<file path="src/design/mmf_pkg.sv">
// shared types and constants of the multiset mode finder
package mmf_pkg;

  localparam int VALUE_W          = 32;
  localparam int COUNT_W          = 5;
  localparam int SET_CAPACITY_DEF = 16;
  localparam int REPEAT_THRESHOLD = 2;
  localparam int COUNT_MAX        = 31;

  typedef struct packed {
    logic signed [VALUE_W-1:0] sample_value;
    logic                      set_end;
  } mmf_in_t;

  typedef struct packed {
    logic signed [VALUE_W-1:0] mode_value;
    logic [COUNT_W-1:0]        mode_count;
    logic                      all_unique;
    logic                      set_overflow;
    logic                      final_result;
  } mmf_out_t;

endpackage

</file>
<file path="src/design/mmf_ram.sv">
// generic single write, single read ram with registered read data
module mmf_ram #(
  parameter int WIDTH = 32,
  parameter int DEPTH = 16,
  localparam int AW = (DEPTH > 1) ? $clog2(DEPTH) : 1
) (
  input  logic             clk,
  input  logic             we,
  input  logic [AW-1:0]    waddr,
  input  logic [WIDTH-1:0] wdata,
  input  logic [AW-1:0]    raddr,
  output logic [WIDTH-1:0] rdata
);

  logic [WIDTH-1:0] mem [DEPTH];

  always_ff @(posedge clk) begin
    if (we) begin
      mem[waddr] <= wdata;
    end
    rdata <= mem[raddr];
  end

endmodule

</file>
<file path="src/design/mmf_cmp.sv">
// shared signed compare unit: equality and less-than of two values
module mmf_cmp (
  input  logic signed [mmf_pkg::VALUE_W-1:0] a,
  input  logic signed [mmf_pkg::VALUE_W-1:0] b,
  output logic                               eq,
  output logic                               lt
);

  assign eq = (a == b);
  assign lt = (a < b);

endmodule

</file>
<file path="src/design/multiset_mode_finder_unit.sv">
// top level of the multiset mode finder: sequencer, stores and output register
//
// input channel in_valid/in_ready/in_data carries one sample word per accept;
// the word with set_end high closes the set. up to SET_CAPACITY samples are
// kept; later samples of the same set are dropped and set_overflow is raised
// on every result of that set.
// a sample that does not close the set leaves the block in S_LOAD, ready for more.
// after the closing word the block is busy (in_ready low) while it works:
//   counting: each stored value against all n stored values, one ram read
//   and one compare per cycle
//   emission: one sweep per mode plus one final sweep, each
//   element needing two passes through the single compare unit
// results leave on out_valid/out_ready/out_data in ascending value order, the
// last one of a set with final_result high. a stalled receiver holds the
// output register and the sequencer waits before loading the next result.
// the next set may be loaded while the last result still waits.
// reset (rst_n low, synchronous) empties the set and drops any pending result.
module multiset_mode_finder_unit #(
  parameter int SET_CAPACITY = mmf_pkg::SET_CAPACITY_DEF
) (
  input  logic             clk,
  input  logic             rst_n,
  input  logic             in_valid,
  output logic             in_ready,
  input  mmf_pkg::mmf_in_t in_data,
  output logic             out_valid,
  input  logic             out_ready,
  output mmf_pkg::mmf_out_t out_data
);

  localparam int CW = $clog2(SET_CAPACITY + 1);
  localparam int AW = (SET_CAPACITY > 1) ? $clog2(SET_CAPACITY) : 1;
  localparam int WW = CW + 6;
  localparam int VW = mmf_pkg::VALUE_W;

  typedef enum logic [4:0] {
    S_LOAD  = 5'b00001,
    S_FETCH = 5'b00010,
    S_CNT   = 5'b00100,
    S_SEL   = 5'b01000,
    S_EMIT  = 5'b10000
  } state_t;

  state_t state_r, state_nxt;
  logic [CW-1:0] fill_r, fill_nxt;
  logic          ovf_r, ovf_nxt;
  logic [CW-1:0] i_r, i_nxt;
  logic [CW-1:0] j_r, j_nxt;
  logic [CW-1:0] cnt_r, cnt_nxt;
  logic [CW-1:0] top_r, top_nxt;
  logic          first_r, first_nxt;
  logic          rd_vld_r, rd_vld_nxt;
  logic          rd_last_r, rd_last_nxt;
  logic          ph_r, ph_nxt;
  logic          sel_pend_r, sel_pend_nxt;
  logic          lok_r, lok_nxt;
  logic          found_r, found_nxt;
  logic          pending_r, pending_nxt;
  logic signed [VW-1:0] vi_r, vi_nxt;
  logic signed [VW-1:0] lv_r, lv_nxt;
  logic signed [VW-1:0] best_r, best_nxt;
  logic signed [VW-1:0] last_r, last_nxt;
  logic              out_valid_r, out_valid_nxt;
  mmf_pkg::mmf_out_t out_data_r, out_data_nxt;

  logic          in_acc;
  logic          has_room;
  logic [CW-1:0] fill_last;
  logic          issue;
  logic [CW-1:0] cnt_fin;
  logic          val_we;
  logic          occ_we;
  logic [AW-1:0] raddr;
  logic signed [VW-1:0] rd_value;
  logic [CW-1:0] rd_occ;
  logic signed [VW-1:0] cmp_a, cmp_b;
  logic          cmp_eq, cmp_lt;
  logic          slot_free;
  logic          out_load;
  logic [WW-1:0] top_wide;

  assign in_ready  = (state_r == S_LOAD);
  assign in_acc    = in_valid && in_ready;
  assign has_room  = (fill_r < CW'(SET_CAPACITY));
  assign fill_last = fill_r - CW'(1);
  assign val_we    = in_acc && has_room;
  assign issue     = (j_r < fill_r);
  assign cnt_fin   = cnt_r + CW'(cmp_eq);
  assign occ_we    = (state_r == S_CNT) && rd_last_r;
  assign slot_free = !out_valid_r || out_ready;
  assign out_load  = (state_r == S_EMIT) && pending_r && slot_free;
  assign top_wide  = WW'(top_r);

  always_comb begin
    raddr = j_r[AW-1:0];
    if (state_r == S_FETCH) begin
      raddr = i_r[AW-1:0];
    end
  end

  mmf_ram #(
    .WIDTH (VW),
    .DEPTH (SET_CAPACITY)
  ) u_value_ram (
    .clk   (clk),
    .we    (val_we),
    .waddr (fill_r[AW-1:0]),
    .wdata (in_data.sample_value),
    .raddr (raddr),
    .rdata (rd_value)
  );

  mmf_ram #(
    .WIDTH (CW),
    .DEPTH (SET_CAPACITY)
  ) u_occ_ram (
    .clk   (clk),
    .we    (occ_we),
    .waddr (i_r[AW-1:0]),
    .wdata (cnt_fin),
    .raddr (raddr),
    .rdata (rd_occ)
  );

  // operand select for the one compare unit
  always_comb begin
    cmp_a = vi_r;
    cmp_b = rd_value;
    if (state_r == S_SEL) begin
      if (ph_r) begin
        cmp_a = last_r;
        cmp_b = rd_value;
      end else begin
        cmp_a = lv_r;
        cmp_b = best_r;
      end
    end
  end

  mmf_cmp u_cmp (
    .a  (cmp_a),
    .b  (cmp_b),
    .eq (cmp_eq),
    .lt (cmp_lt)
  );

  always_comb begin
    state_nxt    = state_r;
    fill_nxt     = fill_r;
    ovf_nxt      = ovf_r;
    i_nxt        = i_r;
    j_nxt        = j_r;
    cnt_nxt      = cnt_r;
    top_nxt      = top_r;
    first_nxt    = 1'b0;
    rd_vld_nxt   = 1'b0;
    rd_last_nxt  = 1'b0;
    ph_nxt       = ph_r;
    sel_pend_nxt = sel_pend_r;
    lok_nxt      = lok_r;
    found_nxt    = found_r;
    pending_nxt  = pending_r;
    vi_nxt       = vi_r;
    lv_nxt       = lv_r;
    best_nxt     = best_r;
    last_nxt     = last_r;

    case (state_r)
      S_LOAD: begin
        if (in_acc) begin
          if (has_room) begin
            fill_nxt = fill_r + CW'(1);
          end else begin
            ovf_nxt = 1'b1;
          end
          if (in_data.set_end) begin
            i_nxt     = '0;
            top_nxt   = '0;
            state_nxt = S_FETCH;
          end
        end
      end
      S_FETCH: begin
        j_nxt     = '0;
        cnt_nxt   = '0;
        first_nxt = 1'b1;
        state_nxt = S_CNT;
      end
      S_CNT: begin
        if (first_r) begin
          vi_nxt = rd_value;
        end
        if (issue) begin
          j_nxt       = j_r + CW'(1);
          rd_vld_nxt  = 1'b1;
          rd_last_nxt = (j_r == fill_last);
        end
        if (rd_vld_r) begin
          cnt_nxt = cnt_fin;
        end
        if (rd_last_r) begin
          if (cnt_fin > top_r) begin
            top_nxt = cnt_fin;
          end
          if (i_r == fill_last) begin
            j_nxt        = '0;
            ph_nxt       = 1'b0;
            sel_pend_nxt = 1'b0;
            found_nxt    = 1'b0;
            pending_nxt  = 1'b0;
            state_nxt    = S_SEL;
          end else begin
            i_nxt     = i_r + CW'(1);
            state_nxt = S_FETCH;
          end
        end
      end
      S_SEL: begin
        if (ph_r) begin
          // candidate: count at the top and above the last emitted value
          lv_nxt       = rd_value;
          lok_nxt      = (rd_occ == top_r) && (!pending_r || cmp_lt);
          sel_pend_nxt = 1'b1;
          ph_nxt       = 1'b0;
        end else begin
          if (sel_pend_r && lok_r && (!found_r || cmp_lt)) begin
            best_nxt  = lv_r;
            found_nxt = 1'b1;
          end
          sel_pend_nxt = 1'b0;
          if (issue) begin
            j_nxt  = j_r + CW'(1);
            ph_nxt = 1'b1;
          end else begin
            state_nxt = S_EMIT;
          end
        end
      end
      S_EMIT: begin
        if (!pending_r || slot_free) begin
          if (pending_r && !found_r) begin
            fill_nxt  = '0;
            ovf_nxt   = 1'b0;
            state_nxt = S_LOAD;
          end else begin
            last_nxt    = best_r;
            pending_nxt = 1'b1;
            j_nxt       = '0;
            ph_nxt      = 1'b0;
            found_nxt   = 1'b0;
            state_nxt   = S_SEL;
          end
        end
      end
      default: begin
        state_nxt = S_LOAD;
      end
    endcase
  end

  always_comb begin
    out_valid_nxt = out_valid_r;
    out_data_nxt  = out_data_r;
    if (out_load) begin
      out_valid_nxt             = 1'b1;
      out_data_nxt.mode_value   = last_r;
      out_data_nxt.mode_count   = (top_wide > WW'(mmf_pkg::COUNT_MAX)) ?
                                  mmf_pkg::COUNT_W'(mmf_pkg::COUNT_MAX) :
                                  top_wide[mmf_pkg::COUNT_W-1:0];
      out_data_nxt.all_unique   = (top_wide < WW'(mmf_pkg::REPEAT_THRESHOLD));
      out_data_nxt.set_overflow = ovf_r;
      out_data_nxt.final_result = !found_r;
    end else if (out_ready) begin
      out_valid_nxt = 1'b0;
    end
  end

  always_ff @(posedge clk) begin
    if (!rst_n) begin
      state_r     <= S_LOAD;
      fill_r      <= '0;
      ovf_r       <= 1'b0;
      i_r         <= '0;
      j_r         <= '0;
      cnt_r       <= '0;
      top_r       <= '0;
      first_r     <= 1'b0;
      rd_vld_r    <= 1'b0;
      rd_last_r   <= 1'b0;
      ph_r        <= 1'b0;
      sel_pend_r  <= 1'b0;
      lok_r       <= 1'b0;
      found_r     <= 1'b0;
      pending_r   <= 1'b0;
      out_valid_r <= 1'b0;
    end else begin
      state_r     <= state_nxt;
      fill_r      <= fill_nxt;
      ovf_r       <= ovf_nxt;
      i_r         <= i_nxt;
      j_r         <= j_nxt;
      cnt_r       <= cnt_nxt;
      top_r       <= top_nxt;
      first_r     <= first_nxt;
      rd_vld_r    <= rd_vld_nxt;
      rd_last_r   <= rd_last_nxt;
      ph_r        <= ph_nxt;
      sel_pend_r  <= sel_pend_nxt;
      lok_r       <= lok_nxt;
      found_r     <= found_nxt;
      pending_r   <= pending_nxt;
      out_valid_r <= out_valid_nxt;
    end
  end

  always_ff @(posedge clk) begin
    vi_r       <= vi_nxt;
    lv_r       <= lv_nxt;
    best_r     <= best_nxt;
    last_r     <= last_nxt;
    out_data_r <= out_data_nxt;
  end

  assign out_valid = out_valid_r;
  assign out_data  = out_data_r;

  a_fill_bound: assert property (@(posedge clk) disable iff (!rst_n)
    fill_r <= CW'(SET_CAPACITY))
    else $error("fill count beyond capacity");

  a_final_returns: assert property (@(posedge clk) disable iff (!rst_n)
    out_load && !found_r |=> state_r == S_LOAD && fill_r == '0 && !ovf_r)
    else $error("set not closed after final result");

  a_ascending: assert property (@(posedge clk) disable iff (!rst_n)
    state_r == S_EMIT && pending_r && found_r |-> best_r > last_r)
    else $error("modes not strictly ascending");

  a_first_found: assert property (@(posedge clk) disable iff (!rst_n)
    state_r == S_EMIT && !pending_r |-> found_r)
    else $error("no mode found in first sweep");

  a_top_nonzero: assert property (@(posedge clk) disable iff (!rst_n)
    state_r == S_SEL |-> top_r != '0)
    else $error("top count zero during selection");

endmodule
</file>
<file path="config.mk">
export PLATFORM = sky130hd
export DESIGN_NAME = multiset_mode_finder_unit
export DESIGN_NICKNAME = d
export VERILOG_FILES = /design/src/design/mmf_pkg.sv /design/src/design/mmf_ram.sv /design/src/design/mmf_cmp.sv /design/src/design/multiset_mode_finder_unit.sv
export SDC_FILE = /design/constraint.sdc
export NUM_CORES = 1
export LEC_CHECK = 0
export BUFFER_PORTS_ARGS = -buffer_cell sky130_fd_sc_hd__buf_2
export CORE_MARGIN = 5
export CORE_UTILIZATION = 31
export CTS_CLUSTER_DIAMETER = 40
export CTS_CLUSTER_SIZE = 20
export DETAILED_ROUTE_END_ITERATION = 7
export GPL_ROUTABILITY_DRIVEN = 0
export PLACE_DENSITY = 0.46
export SLEW_MARGIN = 20
export SYNTH_ARGS = -nofsm -noshare
export SYNTH_HDL_FRONTEND = slang
export SYNTH_SLANG_ARGS = --single-unit
</file>
<file path="constraint.sdc">
create_clock -name clk -period 7.75 [get_ports clk]
set_input_delay 1.55 -clock clk [delete_from_list [all_inputs] [get_ports clk]]
set_output_delay 1.55 -clock clk [all_outputs]
set_load 0.01 [all_outputs]
</file>
==> results of run 1 <==
-- worst max-delay path: cells and delay by family (launching register included) --
kind            cells  cell delay, ps
simple gates        7            2290
flops               1             370
compound gates      5            1120
mux                 1             100
buf+inv             1             340
fa+ha+maj           4            1400
-- logic make-up after synthesis --
kind of cell	Yosys count
XOR/XNOR	22
AO/OA/AOI/OAI	343
adder cells (fa/ha/maj)	54
multiplexers	284
buffers and inverters	130
flip-flops	837
AND/OR/NAND/NOR	348
-- power by group through the flow --
stage | combinational, mW | clock, mW | sequential, mW
floorplan | 0.169 | 0 | 5.10
global placement | 0.296 | 0 | 5.13
detailed placement | 0.304 | 0 | 5.13
CTS | 0.305 | 5.45 | 5.04
global route | 0.335 | 5.65 | 5.04
finish | 0.302 | 5.33 | 5.04
-- Yosys cell counts (all sizes together), types with 6 or more instances --
library cell  count  area share [%]
nor3             14            0.28
buf              42            0.65
edfxtp          760              70
o22ai           148             2.8
inv              27            0.31
nor2b             8            0.15
a211oi           41            0.94
nand4            10            0.19
and3             13            0.25
a21oi            31            0.47
o21ai            55            0.85
clkbuf           60            0.69
ha               54             2.1
nand2b            6            0.11
nand3            27            0.41
and2             15            0.29
mux2i           282             8.6
o311ai            7            0.19
dfxtp            77             4.7
or4              37            0.85
xnor2            17            0.46
nand2            66            0.76
nor4             48            0.92
nor2             91             1.1
a21o              6            0.14
a31oi            10            0.23
-- state kept, by name, summed over array words and instances, names as in the netlist, 5 cells and up --
signal             flops
state_r                5
out_data              40
fill_r                 5
u_value_ram.mem      512
i_r                    5
lv_r                  32
j_r                    5
best_r                32
top_r                  5
u_occ_ram.mem         80
vi_r                  32
u_occ_ram.rdata        5
last_r                32
u_value_ram.rdata     32
cnt_r                  5
-- area by class of cell --
cell class | instances | area [sq um]
fillers | 9864 | 66200
flip-flops and latches | 837 | 24400
multi-input cells | 1051 | 8000
clock buffers | 124 | 2940
well taps | 1391 | 1740
clock inverters | 90 | 1060
repair buffers | 120 | 751
inverters | 28 | 105
diodes | 3 | 7.51
-- layer usage --
| metal | up-vias | track usage (%) |
|---|---|---|
| li1 | 8341 | - |
| met1 | 9311 | 21.0 |
| met2 | 485 | 24.2 |
| met3 | 146 | 2.88 |
| met4 | 6 | 4.63 |
| met5 | - | 0 |
-- per-stage QoR --
| step | power (mW) | hold slack [ps] | std cells | cell area [sq um] | utilization (%) |
|---|---|---|---|---|---|
| after CTS | 10.8 | 443 | 3640 | 38900 | 37.0 |
| after floorplan | 5.27 | 409 | 2018 | 32700 | - |
| after global routing | 11.0 | 443 | 3641 | 39000 | 37.1 |
| after global placement | 5.42 | 428 | 3426 | 34900 | 33.2 |
| final | 10.7 | 439 | 3644 | 39000 | 37.1 |
| after detailed placement | 5.44 | 432 | 3426 | 34900 | 33.2 |
-- worst max-delay path by stage --
stage	slack, ps	cells after the start	to
after floorplan	1640	12	best_r[0]
after global placement	2230	18	top_r[3]
after detailed placement	1990	18	top_r[2]
after CTS	1980	18	top_r[2]
after global routing	1640	18	top_r[4]
final	1990	18	top_r[2]
==> impl_results.md, run 1 <==
- XOR/XNOR share of the synthesized area: 0.589%
- Highest net fanout along the worst path: 19
- Met2 routed WL: 40.3 mm
- H-tree Lvls: 3
- HP Class: flop to flop
- Clk root buf: clkbuf_16
- Gates resized, CTS repair: 0
- Hold buffer count at cts: 0
- Vias in the first global route: 18600
- Pin count of the biggest net entering global routing: 110
- Power share of the sequential group: 47.2%
- Pre-CTS setup slack: 1990 ps
- Slew Limit Fails: 0
- Crit. End Element: flop
- DP HPWL: 48.1 mm
- Status: finished, final reports clean
- Routed met1 length: roughly 40 mm
- Number of synthesized flops with an enable pin: 760
- Internal: 8.34 mW
- CP Data Required Time: 8310 ps
- Share of cells above drive strength 1: about 16%
- Core ar.: 0.105 sq mm
- Vias: roughly 18000
- Routed vias/inst: 5.02
- Chip height: 335 um
- Fin nets: 2241
- Worst R2R End: top_r[2]
- Commonest non-fill, non-tap cell in the layout: edfxtp_1
- Final WS setup: 1990 ps
- Initial drt markers: 1329
- Unrepaired setup endpoints after global routing: false
- Logic pwr share: 2.8%
- Cell area after synthesis: 0.0327 sq mm
- Wire length on met3: around 5.2 mm
- Rel. slew slack: 22.7%
- Leak: 13.5 nW
- Synth Area in Adders: 2.07%
- Grt ovf: 0
- All-Layer GR Usage: 15.1%
- Routed WL: 87.0 mm
- Num CTS Buffers: 112
- Worst Skew: 62.9 ps
- Cell row count: 119
- DIE AREA: about 0.11 sq mm
- Highest-count cells in the layout ignoring fill and taps: 760 x edfxtp_1, 281 x mux2i_1, 148 x o22ai_1, 114 x clkbuf_16, 85 x nor2_1
- Worst-path clk slew: 50 ps
- Critical Path AT: 6320 ps
- Synth Area per Inst: 16.2 sq um
- Setup tns final: 0 ps
- Post-CTS setup buffers: 0
- Clock power share: 50.0%
- Endpoints failing setup: 0
- Worst-path cell chain: nor3_1 -> nand2_2 -> nor2_4 -> buf_4 -> mux2i_1 -> ha_1 -> nand4_1 -> nor4_1 -> and3_1 -> ha_1 -> ha_1 -> ha_1 -> nor2b_1 -> o21a_1 -> o21a_1 -> o21a_1 -> o21a_1 -> o311ai_0
- Initial Util: 31.1%
- Synth Instances: 2018
- Uppermost routed layer: met5
- Slowest cell delay on critical path: 570 ps
- R2R Setup Slk: 1990 ps
- Power Density: 274 mW/mm^2
- Compound-Gate Fraction of Synth Area: between 6 and 7%
- Initial antenna violation count: 15
- Multiplexer share of the synthesized area: approximately 8.7%
- Max-cap violations: 0
- Clk sinks: 837
- Synthesis-to-finish area growth: 19.1%
- Final antenna-violating net count: 0
- Fmax: around 0.17 GHz
- Setup CP Type: flop to flop
- Sw frac: 21.8%
- Maximum root-to-sink buffer count: 3
- Syn nets: 2109
- Most used DFF post-synth: edfxtp_1
- Yosys reg bits: 837
- Hold depth: 0
- Crit path time final: 5760 ps
- First-pass GRT wire length: 127 mm
- CTS tree: built
- Hold Vio Cnt, Final: 0
- DRC viols: 0
- Worst Setup Start Kind: flop
- Crit path from: state_r[1]
- Fin crit share: 74.3%
- WL/cell: 23.9 um
- DRT Pass-1 Iters: 5
- NetSw: 2.33 mW
- Async set-reset flop share out of synthesis: 0%
- Worst Tran Pin Value: 1130 ps
- IO Count: 79
- IR drop worst, VDD: 0.157 mV
- Max stage delay cell, worst path: nor3_1
- Post-Synth Simple-Gate Area: 5.62%
- Chip width: 335 um
- Post-synthesis sequential area ratio: around three quarters
- Hold Path Sink: best_r[15]
- Worst Reg-to-Reg Cells: 18
- Hold path startpoint: lv_r[15]
- Port Buf Inserts: 78
- Clk_lat worst skew: approximately 700 ps
- Synth unique cells: 73
- Largest family of logic cells by synthesized area: multiplexers
- R2R Path Start: state_r[1]
- Syn. warnings: 0
(Power assumes the default switching activity.)
==> run 2: changes to the inputs <==
- clock period: 7.75 -> 5.6 ns (I/O delays scaled with it)
==> run 2 against run 1 <==
- fmax grew 11%
- hold slack lost 3.3 ps
- sequential power grew 38%
- register-to-register slack lost 1600 ps
- cell count grew 0.60%
- setup slack lost 1600 ps
- critical path type unchanged
- clock power grew 48%
- sequential share of layout area shrank 0.82 points
- largest cell class unchanged
- first-iteration DRC count shrank 1.3%
- highest routed layer unchanged
==> impl_results.md, run 2 (synthesis gave the netlist of run 1 again) <==
- HP Class: flop to flop
- Fin nets: 2257 (+0.71%)
- Worst R2R End: top_r[4]
- CTS tree: built
- Worst Setup Start Kind: flop
- Gates resized, CTS repair: 0 (unchanged)
- Vias in the first global route: 18600 (-0.47%)
- Clk_lat worst skew: 710 ps (+20 ps)
- Core ar.: 0.105 sq mm (unchanged)
- Max reg flops: 512 (unchanged)
- Slew Limit Fails: 0 (unchanged)
- Setup CP Type: flop to flop
- Worst Reg-to-Reg Cells: 19 (+1)
- Pin count of the biggest net entering global routing: 68 (-38%)
- Chip width: 335 um (unchanged)
- Hold path startpoint: lv_r[23]
- Highest net fanout along the worst path: 13 (-6)
- Crit path from: state_r[3]
- Share of cells above drive strength 1: 17.0% (+0.60 points)
- Fmax: 0.192 GHz (+11%)
- Vias: 18300 (+0.21%)
- Chip height: 335 um (unchanged)
- Critical Path AT: 5760 ps (-560 ps)
- Final WS setup: 401 ps (-1590 ps)
- Leak: 13.9 nW (+2.4%)
- Final antenna-violating net count: 0 (unchanged)
- Max-cap violations: 0 (unchanged)
- Fin crit share: 92.8% (+19 points)
- Maximum root-to-sink buffer count: 3 (unchanged)
- Filler cell count: 9860 (-0.041%)
- DRC viols: 0 (unchanged)
- Unrepaired setup endpoints after global routing: false
- DRT Pass-1 Iters: 5 (unchanged)
- Initial drt markers: 1312 (-1.3%)
- Cell row count: 119 (unchanged)
- Power Density: 387 mW/mm^2 (+41%)
- Post-CTS setup buffers: 0 (unchanged)
- WL/cell: 23.5 um (-1.7%)
- Synthesis-to-finish area growth: 20.7%
- DP HPWL: 51.7 mm (+7.6%)
- Final core utilization: 37.6% (+0.49 points)
- Worst-path cell chain: nor2b_1 -> nand2_2 -> nor2_4 -> buf_4 -> buf_4 -> mux2i_1 -> ha_1 -> nand4_1 -> nor4_1 -> and3_1 -> ha_1 -> ha_1 -> ha_1 -> nor2b_1 -> o21a_1 -> o21a_1 -> o21a_1 -> o21a_1 -> o311ai_0
- Hold slack: 436 ps (-3.28 ps)
- Status: finished, final reports clean
- Max stage delay cell, worst path: dfxtp_1
- Num CTS Buffers: 118 (+5.4%)
- Clk root buf: clkbuf_16
- Routed WL: 86.0 mm (-1.1%)
- Rel. slew slack: 26.5% (+3.8 points)
- Clk sinks: 837 (unchanged)
- Crit path time final: 5200 ps (-558 ps)
- Highest-count cells in the layout ignoring fill and taps: 760 x edfxtp_1, 281 x mux2i_1, 148 x o22ai_1, 118 x clkbuf_16, 85 x nor2_1
- H-tree Lvls: 3 (unchanged)
- Commonest non-fill, non-tap cell in the layout: edfxtp_1
- Slowest cell delay on critical path: 470 ps (-100 ps)
- Layout Cells excl Fill: 3666 (+0.60%)
- Placed cell count: 3437 (+0.32%)
- Worst Skew: 57.7 ps (-5.26 ps)
- Worst setup path end: top_r[4]
- Port Buf Inserts: 78 (unchanged)
- R2R Setup Slk: 400 ps (-1590 ps)
- CP Data Required Time: 6160 ps (-2150 ps)
- Initial antenna violation count: 13 (-2)
- R2R Path Start: state_r[3]
- Initial Util: 31.1% (unchanged)
- Hold Vio Cnt, Final: 0 (unchanged)
- PnR Total Power: 15.3 mW (+43%)
- Routed vias/inst: 5.00 (-0.39%)
- All-Layer GR Usage: 15.1% (-0.054 points)
- Pre-CTS setup slack: 420 ps (-1570 ps)
- First-pass GRT wire length: 126 mm (-0.64%)
- DIE AREA: 0.112 sq mm (unchanged)
- Endpoints failing setup: 0 (unchanged)
- Worst Tran Pin Value: 1100 ps (-30.6 ps)
- Largest Register: u_value_ram.mem
- Setup tns final: 0 ps (unchanged)
- IR drop worst, VDD: 0.250 mV (+60%)
- Final Instance Area: 0.0395 sq mm (+1.3%)
- Grt ovf: 0 (unchanged)
- Worst-path clk slew: 60 ps (about the same)
- Crit. End Element: flop
- DP Area: 0.0352 sq mm (+0.68%)
- IO Count: 79 (unchanged)
- Hold buffer count at cts: 0 (unchanged)
## run 2: worst min path at each step
stage | to | slack (ps) | cells past startpoint
global route | best_r[28] | 450 | 0
CTS | best_r[23] | 430 | 0
finish | best_r[23] | 440 | 0
detailed placement | best_r[23] | 430 | 0
floorplan | out_data[1] | 410 | 0
global placement | best_r[21] | 430 | 0
## run 2: critical path: cells and delay by family, from the launching register on
family                   cells  cell delay, ps
AO/OA/AOI/OAI                5            1110
adder cells (fa/ha/maj)      4            1030
buffers and inverters        2             540
flip-flops                   1             470
multiplexers                 1              80
AND/OR/NAND/NOR              7            1800
## run 2: layout make-up
class	count	area [sq um]	area share [%]
antenna	4	10.0	0.0254
clock buffer	135	3080	7.79
clock inverter	90	1220	3.10
inverter	28	105	0.266
multi-input combinational	1051	8000	20.3
sequential	837	24400	61.7
tap	1391	1740	4.41
timing repair buffer	130	953	2.41
## run 2: routing by layer
metal	vias up	global-route usage [%]	wire (um)
met1	9366	20.8	39200
met2	447	24.0	40100
met5	-	0	48
met4	8	4.38	1840
met3	121	3.40	4850
li1	8385	-	-
## run 2: power breakdown
| part | switching (mW) | internal [mW] |
|---|---|---|
| registers | 0.0696 | 6.90 |
| logic | 0.287 | 0.135 |
| clock network | 2.95 | 4.92 |
| total | 3.31 | 12.0 |
